===== config.mk =====
export PLATFORM = sky130hd
export DESIGN_NAME = integer_to_radix_digits
export DESIGN_NICKNAME = d
export VERILOG_FILES = /design/src/itrd_pkg.sv /design/src/itrd_front.sv /design/src/itrd_queue.sv /design/src/itrd_back.sv /design/src/integer_to_radix_digits.sv
export VERILOG_INCLUDE_DIRS = /design/src /design/src/src
export SDC_FILE = /design/constraint.sdc
export NUM_CORES = 1
export LEC_CHECK = 0
export BUFFER_PORTS_ARGS = -buffer_cell sky130_fd_sc_hd__buf_2
export CORE_MARGIN = 3
export CORE_UTILIZATION = 30
export DETAILED_ROUTE_END_ITERATION = 12
export PLACE_DENSITY = 0.55
export SETUP_SLACK_MARGIN = 0.1
export SLEW_MARGIN = 20
export SYNTH_ARGS = -nofsm -noshare
export SYNTH_HDL_FRONTEND = slang
export SYNTH_SLANG_ARGS = --single-unit

===== constraint.sdc =====
create_clock -name clk -period 3.2 [get_ports clk]
set_input_delay 0.32 -clock clk [delete_from_list [all_inputs] [get_ports clk]]
set_output_delay 0.32 -clock clk [all_outputs]
set_load 0.03 [all_outputs]

===== src/assert_macros.svh =====
// Assertion macros used by the integer-to-radix-digits back end.
`ifndef ASSERT_MACROS_SVH
`define ASSERT_MACROS_SVH

// Concurrent check sampled on the rising clock edge, switched off during reset.
`define ITRD_ASSERT(lbl, clk, rst, prop, msg) \
  lbl: assert property (@(posedge clk) disable iff (rst) (prop)) else $error(msg);

// Concurrent check sampled on the rising clock edge, active during reset too.
`define ITRD_ASSERT_ALWAYS(lbl, clk, prop, msg) \
  lbl: assert property (@(posedge clk) (prop)) else $error(msg);

`endif


===== src/itrd_pkg.sv =====
// Package with the shared types and constants of the radix digit converter.
package itrd_pkg;

  // Field widths fixed by the interface.
  localparam int RADIX_BITS = 5;
  localparam int DIGIT_BITS = 4;
  localparam int KIND_BITS  = 2;

  // Radix register reset value and the saturation limits of the base.
  localparam logic [RADIX_BITS-1:0] RADIX_RESET = 5'd8;
  localparam logic [RADIX_BITS-1:0] RADIX_MIN   = 5'd2;
  localparam logic [RADIX_BITS-1:0] RADIX_MAX   = 5'd16;

  // Depth of the queue between the front and the back.
  localparam int Q_DEPTH     = 2;
  localparam int Q_PTR_BITS  = 1;
  localparam int Q_CNT_BITS  = 2;

  // Class of an accepted item, decided by the front.
  typedef enum logic [KIND_BITS-1:0] {
    KIND_POS,
    KIND_ZERO,
    KIND_NEG
  } kind_t;

  // States of the back-end sequencer.
  typedef enum logic [2:0] {
    B_IDLE,
    B_SPECIAL,
    B_DIV,
    B_STORE,
    B_FETCH,
    B_LOAD
  } back_state_t;

endpackage


===== src/itrd_front.sv =====
// Front end: holds the radix register, classifies each input beat and queues it.
module itrd_front #(
  parameter int VALUE_BITS = 32
) (
  input  logic                                   clk,
  input  logic                                   rst,
  input  logic                                   in_valid,
  output logic                                   in_ready,
  input  logic signed [VALUE_BITS-1:0]           value,
  input  logic                                   cfg_wr_en,
  input  logic [itrd_pkg::RADIX_BITS-1:0]        cfg_wr_data,
  output logic                                   push_valid,
  input  logic                                   push_ready,
  output logic [itrd_pkg::KIND_BITS+itrd_pkg::RADIX_BITS+VALUE_BITS-2:0] push_data
);
  import itrd_pkg::*;

  localparam int MAG_BITS = VALUE_BITS - 1;

  logic [RADIX_BITS-1:0] radix;
  logic [RADIX_BITS-1:0] radix_eff;
  logic [MAG_BITS-1:0]   mag;
  kind_t                 kind;

  // Radix configuration register.
  always_ff @(posedge clk) begin
    if (rst) begin
      radix <= RADIX_RESET;
    end else if (cfg_wr_en) begin
      radix <= cfg_wr_data;
    end
  end

  // Saturate the base into the range two to sixteen.
  always_comb begin
    if (radix < RADIX_MIN) begin
      radix_eff = RADIX_MIN;
    end else if (radix > RADIX_MAX) begin
      radix_eff = RADIX_MAX;
    end else begin
      radix_eff = radix;
    end
  end

  // Classify the value by its sign bit and magnitude.
  always_comb begin
    mag = value[MAG_BITS-1:0];
    if (value[VALUE_BITS-1]) begin
      kind = KIND_NEG;
    end else if (mag == '0) begin
      kind = KIND_ZERO;
    end else begin
      kind = KIND_POS;
    end
  end

  // A beat passes straight into the queue whenever it has room.
  assign push_valid = in_valid;
  assign in_ready   = push_ready;
  assign push_data  = {kind, radix_eff, mag};

endmodule


===== src/itrd_queue.sv =====
// Two-entry queue that decouples the front end from the conversion back end.
module itrd_queue #(
  parameter int WIDTH = 38
) (
  input  logic             clk,
  input  logic             rst,
  input  logic             push_valid,
  output logic             push_ready,
  input  logic [WIDTH-1:0] push_data,
  output logic             pop_valid,
  input  logic             pop_ready,
  output logic [WIDTH-1:0] pop_data
);
  import itrd_pkg::*;

  logic [WIDTH-1:0]      entries [Q_DEPTH];
  logic [Q_PTR_BITS-1:0] wr_ptr;
  logic [Q_PTR_BITS-1:0] rd_ptr;
  logic [Q_CNT_BITS-1:0] count;
  logic [Q_CNT_BITS-1:0] count_next;
  logic                  do_push;
  logic                  do_pop;

  assign push_ready = (count != Q_CNT_BITS'(Q_DEPTH));
  assign pop_valid  = (count != '0);
  assign pop_data   = entries[rd_ptr];
  assign do_push    = push_valid && push_ready;
  assign do_pop     = pop_valid && pop_ready;

  // Occupancy follows pushes and pops.
  always_comb begin
    count_next = count;
    if (do_push && !do_pop) begin
      count_next = count + Q_CNT_BITS'(1);
    end else if (do_pop && !do_push) begin
      count_next = count - Q_CNT_BITS'(1);
    end
  end

  // Pointers and occupancy.
  always_ff @(posedge clk) begin
    if (rst) begin
      wr_ptr <= '0;
      rd_ptr <= '0;
      count  <= '0;
    end else begin
      count <= count_next;
      if (do_push) begin
        wr_ptr <= wr_ptr + Q_PTR_BITS'(1);
      end
      if (do_pop) begin
        rd_ptr <= rd_ptr + Q_PTR_BITS'(1);
      end
    end
  end

  // Entry storage.
  always_ff @(posedge clk) begin
    if (do_push) begin
      entries[wr_ptr] <= push_data;
    end
  end

endmodule


===== src/itrd_back.sv =====
// Back end: serial division by the radix, digit stack and output register.
`include "assert_macros.svh"

module itrd_back #(
  parameter int VALUE_BITS  = 32,
  parameter int DIGIT_DEPTH = 32
) (
  input  logic                                   clk,
  input  logic                                   rst,
  input  logic                                   pop_valid,
  output logic                                   pop_ready,
  input  logic [itrd_pkg::KIND_BITS+itrd_pkg::RADIX_BITS+VALUE_BITS-2:0] pop_data,
  output logic                                   out_valid,
  input  logic                                   out_ready,
  output logic [itrd_pkg::DIGIT_BITS-1:0]        digit,
  output logic                                   last_digit,
  output logic                                   negative_error
);
  import itrd_pkg::*;

  localparam int MAG_BITS   = VALUE_BITS - 1;
  localparam int ENTRY_BITS = KIND_BITS + RADIX_BITS + MAG_BITS;
  localparam int STEP_BITS  = $clog2(MAG_BITS);
  localparam int CNT_BITS   = $clog2(DIGIT_DEPTH + 1);
  localparam int ADDR_BITS  = $clog2(DIGIT_DEPTH);

  back_state_t state;
  back_state_t state_next;

  // Unpacked queue entry.
  kind_t                 in_kind;
  logic [RADIX_BITS-1:0] in_radix;
  logic [MAG_BITS-1:0]   in_mag;

  // Division datapath.
  logic [MAG_BITS-1:0]   quot;
  logic [DIGIT_BITS-1:0] rem;
  logic [RADIX_BITS-1:0] div_radix;
  logic [STEP_BITS-1:0]  step;
  logic [DIGIT_BITS:0]   shifted;
  logic [DIGIT_BITS:0]   diff;
  logic                  quot_bit;
  logic                  special_err;

  // Digit stack.
  logic [DIGIT_BITS-1:0] mem [DIGIT_DEPTH];
  logic [DIGIT_BITS-1:0] rd_data;
  logic [CNT_BITS-1:0]   cnt;
  logic [CNT_BITS-1:0]   cnt_inc;
  logic [CNT_BITS-1:0]   cnt_dec;
  logic                  stack_full;

  // Controls from the sequencer.
  logic                  slot_free;
  logic                  pop_ready_c;
  logic                  load_out;
  logic                  mem_we;
  logic                  rd_en;
  logic [DIGIT_BITS-1:0] out_digit_sel;
  logic                  out_last_sel;
  logic                  out_err_sel;

  assign in_kind  = kind_t'(pop_data[ENTRY_BITS-1 -: KIND_BITS]);
  assign in_radix = pop_data[MAG_BITS +: RADIX_BITS];
  assign in_mag   = pop_data[MAG_BITS-1:0];

  // One restoring division step: shift in the next dividend bit, subtract if it fits.
  assign shifted  = {rem, quot[MAG_BITS-1]};
  assign quot_bit = (shifted >= div_radix);
  assign diff     = shifted - div_radix;

  assign cnt_inc    = cnt + CNT_BITS'(1);
  assign cnt_dec    = cnt - CNT_BITS'(1);
  assign stack_full = (cnt_inc == CNT_BITS'(DIGIT_DEPTH));
  assign slot_free  = !out_valid || out_ready;
  assign pop_ready  = pop_ready_c;

  // Next-state logic of the sequencer.
  always_comb begin
    state_next = state;
    case (state)
      B_IDLE: begin
        if (pop_valid) begin
          state_next = (in_kind == KIND_POS) ? B_DIV : B_SPECIAL;
        end
      end
      B_SPECIAL: begin
        if (slot_free) begin
          state_next = B_IDLE;
        end
      end
      B_DIV: begin
        if (step == '0) begin
          state_next = B_STORE;
        end
      end
      B_STORE: begin
        state_next = ((quot == '0) || stack_full) ? B_FETCH : B_DIV;
      end
      B_FETCH: begin
        state_next = B_LOAD;
      end
      B_LOAD: begin
        if (slot_free) begin
          state_next = (cnt == '0) ? B_IDLE : B_FETCH;
        end
      end
      default: begin
        state_next = B_IDLE;
      end
    endcase
  end

  // Output decode of the sequencer.
  always_comb begin
    pop_ready_c   = 1'b0;
    load_out      = 1'b0;
    mem_we        = 1'b0;
    rd_en         = 1'b0;
    out_digit_sel = rd_data;
    out_last_sel  = (cnt == '0);
    out_err_sel   = 1'b0;
    case (state)
      B_IDLE: begin
        pop_ready_c = 1'b1;
      end
      B_SPECIAL: begin
        load_out      = slot_free;
        out_digit_sel = '0;
        out_last_sel  = 1'b1;
        out_err_sel   = special_err;
      end
      B_STORE: begin
        mem_we = 1'b1;
      end
      B_FETCH: begin
        rd_en = 1'b1;
      end
      B_LOAD: begin
        load_out = slot_free;
      end
      default: begin
        pop_ready_c = 1'b0;
      end
    endcase
  end

  // Sequencer state, output valid and digit count.
  always_ff @(posedge clk) begin
    if (rst) begin
      state     <= B_IDLE;
      out_valid <= 1'b0;
      cnt       <= '0;
    end else begin
      state <= state_next;
      if (load_out) begin
        out_valid <= 1'b1;
      end else if (out_ready) begin
        out_valid <= 1'b0;
      end
      if (state == B_IDLE && pop_valid) begin
        cnt <= '0;
      end else if (mem_we) begin
        cnt <= cnt_inc;
      end else if (rd_en) begin
        cnt <= cnt_dec;
      end
    end
  end

  // Division datapath: load on pop, one quotient bit per cycle, restart per digit.
  always_ff @(posedge clk) begin
    case (state)
      B_IDLE: begin
        quot        <= in_mag;
        rem         <= '0;
        div_radix   <= in_radix;
        step        <= STEP_BITS'(MAG_BITS - 1);
        special_err <= (in_kind == KIND_NEG);
      end
      B_DIV: begin
        quot <= {quot[MAG_BITS-2:0], quot_bit};
        rem  <= quot_bit ? diff[DIGIT_BITS-1:0] : shifted[DIGIT_BITS-1:0];
        step <= step - STEP_BITS'(1);
      end
      B_STORE: begin
        rem  <= '0;
        step <= STEP_BITS'(MAG_BITS - 1);
      end
      default: begin
        quot <= quot;
      end
    endcase
  end

  // Output payload register.
  always_ff @(posedge clk) begin
    if (load_out) begin
      digit          <= out_digit_sel;
      last_digit     <= out_last_sel;
      negative_error <= out_err_sel;
    end
  end

  // Digit stack memory: remainders pushed, read back in reverse order.
  always_ff @(posedge clk) begin
    if (mem_we) begin
      mem[cnt[ADDR_BITS-1:0]] <= rem;
    end
    if (rd_en) begin
      rd_data <= mem[cnt_dec[ADDR_BITS-1:0]];
    end
  end

  `ITRD_ASSERT(a_cnt_bound, clk, rst, (cnt <= CNT_BITS'(DIGIT_DEPTH)), "digit count overflow")
  `ITRD_ASSERT(a_rem_below_radix, clk, rst, (state == B_DIV) |-> ({1'b0, rem} < div_radix), "remainder not below radix")
  `ITRD_ASSERT(a_radix_range, clk, rst, (state == B_DIV) |-> ((div_radix >= RADIX_MIN) && (div_radix <= RADIX_MAX)), "radix outside two to sixteen")
  `ITRD_ASSERT(a_fetch_nonempty, clk, rst, (state == B_FETCH) |-> (cnt != '0), "pop from empty digit stack")
  `ITRD_ASSERT(a_last_ends_item, clk, rst, (load_out && out_last_sel) |=> (state == B_IDLE), "last digit loaded but sequencer busy")

endmodule


===== src/integer_to_radix_digits.sv =====
// Flow: a positive value leaves the queue, then each of its digits takes VALUE_BITS - 1
//   division bit steps plus one stack write, and the digits drain through the fetch and
//   load states. Throughput: one item at a time in the back end, set by the
//   one-bit-per-cycle divider; a two-entry queue lets up to two further items be accepted.
// Zero and negative values give a single beat, loaded from the special state.
// Synchronous reset clears control state and sets the radix register to eight.
module integer_to_radix_digits #(
  parameter int VALUE_BITS  = 32,
  parameter int DIGIT_DEPTH = 32
) (
  input  logic                            clk,
  input  logic                            rst,
  input  logic                            in_valid,
  output logic                            in_ready,
  input  logic signed [VALUE_BITS-1:0]    value,
  input  logic                            cfg_wr_en,
  input  logic [itrd_pkg::RADIX_BITS-1:0] cfg_wr_data,
  output logic                            out_valid,
  input  logic                            out_ready,
  output logic [itrd_pkg::DIGIT_BITS-1:0] digit,
  output logic                            last_digit,
  output logic                            negative_error
);
  import itrd_pkg::*;

  localparam int ENTRY_BITS = KIND_BITS + RADIX_BITS + VALUE_BITS - 1;

  logic                  push_valid;
  logic                  push_ready;
  logic [ENTRY_BITS-1:0] push_data;
  logic                  pop_valid;
  logic                  pop_ready;
  logic [ENTRY_BITS-1:0] pop_data;

  // Front end: radix register and classification.
  itrd_front #(
    .VALUE_BITS (VALUE_BITS)
  ) u_front (
    .clk         (clk),
    .rst         (rst),
    .in_valid    (in_valid),
    .in_ready    (in_ready),
    .value       (value),
    .cfg_wr_en   (cfg_wr_en),
    .cfg_wr_data (cfg_wr_data),
    .push_valid  (push_valid),
    .push_ready  (push_ready),
    .push_data   (push_data)
  );

  // Queue between front and back.
  itrd_queue #(
    .WIDTH (ENTRY_BITS)
  ) u_queue (
    .clk        (clk),
    .rst        (rst),
    .push_valid (push_valid),
    .push_ready (push_ready),
    .push_data  (push_data),
    .pop_valid  (pop_valid),
    .pop_ready  (pop_ready),
    .pop_data   (pop_data)
  );

  // Back end: division, digit stack and output.
  itrd_back #(
    .VALUE_BITS  (VALUE_BITS),
    .DIGIT_DEPTH (DIGIT_DEPTH)
  ) u_back (
    .clk            (clk),
    .rst            (rst),
    .pop_valid      (pop_valid),
    .pop_ready      (pop_ready),
    .pop_data       (pop_data),
    .out_valid      (out_valid),
    .out_ready      (out_ready),
    .digit          (digit),
    .last_digit     (last_digit),
    .negative_error (negative_error)
  );

endmodule


==> results by stage, run 1 <==
Global route:
- The first global-routing pass estimated 37500 microns of wire.
- The global-route congestion overflow total is 0.
- The pin count of the biggest net entering global routing is 49.
- The via count of the first global-routing pass came to 6480.
- In the global route stage, overall resource usage came out at 0.1145.
- The initial antenna violation count came to 0.

Job:
- The total of max-cap violations is 0.

Detailed routing:
- The number of design-rule violations left by the first detailed-router iteration is 492.
- Wires add up to 23730 microns.
- Once detail routing completed, the nets flagged for antenna violations numbered 0.
- The first TritonRoute pass finished after 5 iterations.
- For this run, design rule violations remaining after detail routing come to 0.
- The final route contains 6335 vias.
- Dividing the detail-routed via count by the number of cells gives 4.648.
- In the final routed layout, each cell accounts on average for 17.41 microns.

Power:
- For this design the ratio of total power to cell area is 740.5 nW/um^2.
- The leakage power of the design is 4.603 nW.
- The highest ir drop seen on vdd is 0.0004923 V.

Floorplanning:
- The number of rows created at floorplan is 71.
- 50 I/O pins were placed.
- The full die area is 41230 sq um.
- The effective utilization at floorplan is 0.3071.
- The floorplan step defined a core boundary enclosing 37930 sq um.
- From left edge to right edge, the die measures 203.1 microns.
- The height of the chip is 203.1 microns.

Logic synthesis:
- In this run, synthesis produced a sequential element count of 280.
- For this run, asynchronously set or reset flops after synthesis account for 0.
- The number of nets handed over by synthesis was 789.
- The synthesized netlist contains 57 unique library cells.
- The number of cells produced by synthesis is 732.
- The count of synthesis-stage warnings from yosys is 0.
- The post-synthesis area per instance is 15.91 sq um.
- The library cell with the largest summed area after synthesis is sky130_fd_sc_hd__edfxtp_1.
- The prevailing post-synth register cell is sky130_fd_sc_hd__edfxtp_1.
- In the post-synthesis netlist, the biggest area contributors are sky130_fd_sc_hd__edfxtp_1 (67%), sky130_fd_sc_hd__mux4_2 (5.0%), sky130_fd_sc_hd__mux2i_1 (4.0%).
- The synthesized cell area is 11650 sq um.
- The synthesized design contains 260 enable-type register cells.
- The share of synthesized area in the top cell type comes to 0.6702.
- For this run, the register share of the synthesized area comes to 0.7046.

STA:
- The final count of pins violating max slew is 0.
- The final-report hold violation count is 0.
- The worst clock skew on the final layout is 0.01665 ns.
- The worst pin sits at a relative slew slack of 0.3437.
- The worst path meets setup with 0.4220 ns of slack.
- Setup repair after global routing left no endpoint under its margin.
- The actual transition at the worst max-transition pin is 0.9844 ns.
- The clock period minus final worst setup slack is 2.778 ns.
- In the final timing run, aggregate negative setup slack is 0 ns.
- In the finished design, the share of the clock period the worst path needs comes to 0.8681.
- The achievable frequency is 360.0 MHz.
- Setup violations remaining at the end of the flow were counted as 0.

Clock network:
- Clock tree synthesis found a total of 280 sinks.
- The cell sitting at the root of the clock tree is a sky130_fd_sc_hd__clkbuf_16.
- After clock tree synthesis, the clock-pin slew on the worst setup and hold paths is 0.06 ns.
- In this run the number of H-tree levels came out at 1.
- After clock tree synthesis, the setup repair step added 0 buffers.
- Counting along the longest clock path gives a buffer depth of 3.
- For the worst-skew pair, the clock arrives at the later sink with an insertion delay of 0.56 ns.
- Post-CTS repair changed the size of 0 cells.
- TritonCTS built the clock tree.
- In this run, CTS created clock tree buffers numbering 31.

Cells and area:
- After routing the design area is 13860 sq um.
- Leaving out fill and tap cells, the most frequent cell in the layout is sky130_fd_sc_hd__edfxtp_1.
- The repair_antennas step left the layout with diodes totalling 0.
- The relative area change from synthesis to final layout is 19.02%.
- The number of nets in the final layout is 884.
- The top cell types in the final layout, fill and taps aside, are sky130_fd_sc_hd__edfxtp_1 (260), sky130_fd_sc_hd__nor2_1 (63), sky130_fd_sc_hd__nand2_1 (55).
- The share of cells above drive strength 1 is 0.1925.

Setup path:
- STA classifies the critical path endpoint as a flop.
- The required time of the worst setup path is 3.48 ns.
- The launching element type of the critical path is a flop.
- The worst register-to-register path begins at u_back.cnt[1].
- Data arrives at the worst endpoint at 3.06 ns.
- The launch point of the worst path is u_back.cnt[1].
- The highest fanout seen on the critical path is 35.
- The critical path start-end classification is reg2reg.

Placed design:
- The HPWL after detailed placement is 14890 microns.
- At the placement stage, the worst setup path has a slack of 0.4352 ns.
- The area of placed instances is 12440 sq um.
- The count of buffers added on input and output ports is 49.
- At the end of routability-driven placement, the weighted congestion stood at 0.7431.

Min path:
- The path type of the worst min-delay path is in2reg.
- The launch point of the worst hold path is cfg_wr_en.

Status:
- The flow ran to the end, and the final reports show no timing, DRC or antenna violations.
==> registers in the layout (all words and copies together), names as in the netlist, 2 cells and up, named ones only <==
name,flops
u_back.mem,128
u_queue.entries,76
u_back.quot,31
u_back.cnt,6
u_back.div_radix,5
u_back.step,5
u_front.radix,5
u_back.digit,4
u_back.rd_data,4
u_back.rem,4
u_back.state,3
u_queue.count,2
==> metal layers <==
layer  vias to the layer above  track usage  part of all wire
li1                       2997            -                 -
met1                      3155       0.1621              0.46
met2                       144       0.1845              0.48
met3                        39      0.02052             0.043
met4                         0      0.02753             0.020
met5                         -            0                 0
==> cells by family (layout without fill, tap and decap cells) <==
family                     Yosys count  in the layout  synth area share
DFF                                280            280            0.7046
and+or+nand+nor                    197            197           0.08034
muxes                               93             93            0.1185
AOI/OAI and AO/OA                   77             77           0.04307
buffers and inverters               56            176           0.02460
adders and majority gates           15             15           0.01676
xor gates and xnor gates            14             14           0.01214
==> what timing repair did <==
item / CTS / global route
setup endpoints to repair: 0 / 0
hold buffers: 37 / 0
endpoints found under the hold margin: 69 / 0
==> synthesized netlist by cell type (7+ instances only) <==
master                     count
sky130_fd_sc_hd__edfxtp_1    260
sky130_fd_sc_hd__nor2_1       65
sky130_fd_sc_hd__nand2_1      55
sky130_fd_sc_hd__mux2i_1      46
sky130_fd_sc_hd__o21ai_0      34
sky130_fd_sc_hd__mux4_2       26
sky130_fd_sc_hd__dfxtp_1      20
sky130_fd_sc_hd__nor4_1       18
sky130_fd_sc_hd__clkbuf_1     17
sky130_fd_sc_hd__inv_1        17
sky130_fd_sc_hd__ha_1         14
sky130_fd_sc_hd__nor2b_1      14
sky130_fd_sc_hd__buf_2        13
sky130_fd_sc_hd__a21oi_1      12
sky130_fd_sc_hd__mux2_2       11
sky130_fd_sc_hd__nor3_1       10
sky130_fd_sc_hd__buf_6         7
sky130_fd_sc_hd__nand3_1       7
sky130_fd_sc_hd__xnor2_1       7
==> cell type report <==
| cell class | count | area, sq um |
|---|---|---|
| clock inverter | 11 | 170.2 |
| fill | 3590 | 24070 |
| timing repair buffer | 101 | 728.2 |
| multi-input combinational | 396 | 3167 |
| sequential | 280 | 8210 |
| clock buffer | 47 | 885.9 |
| inverter | 17 | 63.81 |
| tap | 511 | 639.4 |
==> power breakdown <==
group / leakage, nW / total (mW) / switching (mW) / internal [mW]
Sequential: 2.62 / 5.02 / 0.271 / 4.75
Combinational: 1.47 / 1.62 / 0.987 / 0.629
Clock: 0.521 / 3.63 / 1.40 / 2.23
==> path summary, 6_finish.rpt <==
kind,endpoint,slack (ns),depth (start not counted)
worst max-delay path,u_back.rd_data[2],0.42,7
worst max register to register,u_back.rd_data[2],0.42,7
worst min register to register,u_queue.rd_ptr,0.50,2
worst min-delay path,u_front.radix[3],0.08,2
==> critical path, stage by stage (launching register included) <==
cell and delay [ns]:
sky130_fd_sc_hd__dfxtp_1 0.63, sky130_fd_sc_hd__inv_1 0.19, sky130_fd_sc_hd__ha_1 0.31, sky130_fd_sc_hd__buf_4 0.40
sky130_fd_sc_hd__mux4_2 0.39, sky130_fd_sc_hd__mux2_2 0.28, sky130_fd_sc_hd__o22ai_1 0.21, sky130_fd_sc_hd__a221oi_1 0.08
==> through the flow <==
step	std cells	hold slack [ns]	power (mW)	utilization
final	1363	0.08312	10.27	0.3655
after floorplan	732	0.4189	6.174	-
after global placement	1268	0.4814	6.683	0.3279
after CTS	1363	0.05242	10.42	0.3655
after detailed placement	1268	0.4878	6.723	0.3279
after global routing	1363	0.07205	10.80	0.3655
(Power assumes the default switching activity.)
==> run 2: changes to the inputs <==
--- a/config.mk
+++ b/config.mk
@@ -8,9 +8,9 @@
 export LEC_CHECK = 0
 export BUFFER_PORTS_ARGS = -buffer_cell sky130_fd_sc_hd__buf_2
 export CORE_MARGIN = 3
-export CORE_UTILIZATION = 30
+export CORE_UTILIZATION = 46
 export DETAILED_ROUTE_END_ITERATION = 12
-export PLACE_DENSITY = 0.55
+export PLACE_DENSITY = 0.72
 export SETUP_SLACK_MARGIN = 0.1
 export SLEW_MARGIN = 20
 export SYNTH_ARGS = -nofsm -noshare
==> run 2 against run 1 <==
Effect of this change: worst setup slack better by 0.22 ns; flip-flop and latch count did not move; count of clock-buffer cells in the layout decreased by 13; sequential power about the same.
==> results by stage, run 2 (synthesized netlist as in run 1, its figures left out) <==
Global route:
- The global-route congestion overflow total is 0 (unchanged).
- The pin count of the biggest net entering global routing is 63 (+29%).
- The overall track demand over capacity in global routing is 0.1645 (+0.04997).
- The via count of the first global-routing pass is 6510 (+0.46%).
- The first-pass GRT wire length is 34680 microns (-7.5%).
- The initial antenna violation count is 1 (+1).

Detailed routing:
- The number of design-rule violations left by the first detailed-router iteration is 583 (+18%).
- The post-detailed-route count of antenna-violating nets came to 0 (unchanged).
- The number of design rule violations left after detail routing was 0 (unchanged).
- The final wirelength was 21790 microns (-8.2%).
- The number of detailed-route iterations in the first pass is 5 (unchanged).
- The average wire per standard cell is 18.67 microns (+7.2%).
- The via total after detailed routing was 6381 (+0.73%).
- The post-detailed-route via-to-cell ratio is 5.468 (+18%).

Cells and area:
- From synthesis to final layout, the design area changed by 16.58%.
- The antenna diode instance count is 0 (unchanged).
- The number of flip-flops in the largest register is 128 (unchanged).
- The number of standard cells in the layout, taps in and fillers out is 1167 (-14%).
- The library cell used most frequently in the layout, excluding fill and tap cells, is sky130_fd_sc_hd__edfxtp_1.
- The share of cells above drive strength 1 is 0.1886 (-0.003876).
- The number of inserted filler cells in the final layout is 1871 (-48%).
- In the layout the commonest cells are sky130_fd_sc_hd__edfxtp_1 (260), sky130_fd_sc_hd__nor2_1 (63), sky130_fd_sc_hd__nand2_1 (55).
- The number of nets in the final layout is 877 (-0.79%).

Setup path:
- The sum of buffers and inverters on the critical path was 2 (unchanged).
- Walking the worst path, the cells encountered are inv_1, ha_1, buf_4, mux4_2, mux2i_1, a221oi_1.
- The critical path start-end classification is reg2reg.
- The largest incremental delay on the critical path is 0.72 ns (+0.09 ns).
- The highest fanout seen on the critical path is 19 (-46%).
- STA classifies the critical path endpoint as a flop.
- The launching element type of the critical path is a flop.
- The slowest stage cell on the critical path is sky130_fd_sc_hd__ha_1.
- The required time of the worst setup path is 3.47 ns (about the same).
- Among cell families on the critical path, the largest total delay comes from adder cells.
- The arrival time of the worst setup path is 2.82 ns (-0.24 ns).

Placed design:
- The worst slack after detailed placement is 0.6799 ns (+0.2447 ns).
- The count of port buffers added during placement was 49 (unchanged).
- The detailed placement HPWL came to 13180 microns (-11%).
- The routability congestion estimate is 0.8140 (+9.5%).
- The cell count after placement was 1079 (-15%).

STA:
- The actual transition at the worst max-transition pin is 1.043 ns (+0.05855 ns).
- The worst clock skew on the final layout is 0.01733 ns (+0.0006792 ns).
- The achievable frequency was 391.4 MHz (+8.7%).
- The ratio of final minimum period to clock period was 0.7985 (-0.06967).
- The final count of pins violating max slew was 0 (unchanged).
- The final-report hold violation count was 0 (unchanged).
- The final setup slack of the worst path was 0.6449 ns (+0.2229 ns).
- Setup repair after global routing left no endpoint under its margin.
- The total negative setup slack came to 0 ns (unchanged).
- The count of final setup violators came to 0 (unchanged).
- The worst slew margin relative to its limit is 0.3032 (-0.04053).
- The clock period minus final worst setup slack was 2.555 ns (-0.2229 ns).

Clock network:
- The clock latency on the worst-skew pair is 0.55 ns (about the same).
- Clock tree synthesis selected as its root buffer the cell sky130_fd_sc_hd__clkbuf_16.
- The clock sink count is 280 (unchanged).
- The buffer depth of the longest clock path is 3 (unchanged).
- The clock transition at the register clock pins on the worst setup and hold paths after CTS is 0.06 ns (about the same).
- The number of CTS-inserted buffers is 29 (-6.5%).
- The number of instances resized during post-cts repair came to 0 (unchanged).
- The count of buffers added by post-CTS timing repair for setup is 0 (unchanged).
- TritonCTS built the clock tree.
- The number of levels the H-tree was split into is 1 (unchanged).

Power:
- The highest ir drop seen on vdd is 0.0005748 V (+17%).
- The leakage power of the design is 4.563 nW (-0.85%).
- The total power of the final layout is 10.26 mW (about the same).
- The total power per unit cell area was 755.8 nW/um^2 (+2.1%).

Floorplanning:
- The effective utilization at floorplan is 0.4734 (+0.1663).
- The area inside the core boundary is 24600 sq um (-35%).
- The number of rows created at floorplan is 57 (-20%).
- The chip width was 165.1 microns (-19%).
- The full die area is 27270 sq um (-34%).
- The height of the chip came to 165.1 microns (-19%).
- The I/O pin count came to 50 (unchanged).

Job:
- The total of max-cap violations is 0 (unchanged).

Status:
- The flow ran to the end, and the final reports show no timing, DRC or antenna violations.

Min path:
- The path type of the worst min-delay path is in2reg.
## run 2: cell type report
type | instances | area [sq um] | share of cell area
well taps | 324 | 405.4 | 0.02985
clock inverters | 20 | 306.5 | 0.02257
clock buffers | 34 | 744.5 | 0.05482
inverters | 17 | 63.81 | 0.004699
multi-input cells | 396 | 3167 | 0.2332
flip-flops and latches | 280 | 8210 | 0.6046
repair buffers | 96 | 683.2 | 0.05030
## run 2: layer usage
layer | routed length [microns] | GRT usage
met4 | 451 | 0.04346
met2 | 10770 | 0.2810
met5 | 0 | 0
met1 | 9290 | 0.2199
met3 | 1279 | 0.02819
## run 2: worst paths after layout
kind / start / endpoint / slack, ns / cells past startpoint
hold / removal: cfg_wr_data[0] / u_front.radix[0] / 0.02 / 3
hold reg to reg: u_front.radix[0] / u_front.radix[0] / 0.49 / 2
setup / recovery: u_back.cnt[1] / u_back.rd_data[3] / 0.64 / 6
setup reg to reg: u_back.cnt[1] / u_back.rd_data[3] / 0.64 / 6
## run 2: power breakdown
group,switching [mW],internal (mW),leakage [nW]
combinational,0.933,0.620,1.44
clock,1.36,2.31,0.505
sequential,0.305,4.75,2.62
total,2.59,7.67,4.56
## run 2: worst reg2reg max path: stages (launching register included)
cell,delay (ns)
sky130_fd_sc_hd__dfxtp_1,0.33
sky130_fd_sc_hd__inv_1,0.08
sky130_fd_sc_hd__ha_1,0.72
sky130_fd_sc_hd__buf_4,0.38
sky130_fd_sc_hd__mux4_2,0.36
sky130_fd_sc_hd__mux2i_1,0.28
sky130_fd_sc_hd__a221oi_1,0.12
## run 2: what timing repair did
| item | in CTS | in global routing |
|---|---|---|
| hold buffers | 34 | 0 |
| endpoints found under the hold margin | 66 | 0 |
| setup endpoints to repair | 0 | 0 |
## run 2: stage by stage
stage | area, sq um | hold WS, ns | util
6_report | 13580 | 0.02045 | 0.5519
5_1_grt | 13580 | 0.04067 | 0.5519
4_1_cts | 13580 | 0.004596 | 0.5519
3_5_place_dp | 12190 | 0.4790 | 0.4954
3_3_place_gp | 12190 | 0.4752 | 0.4954
2_1_floorplan | 11650 | 0.4189 | -
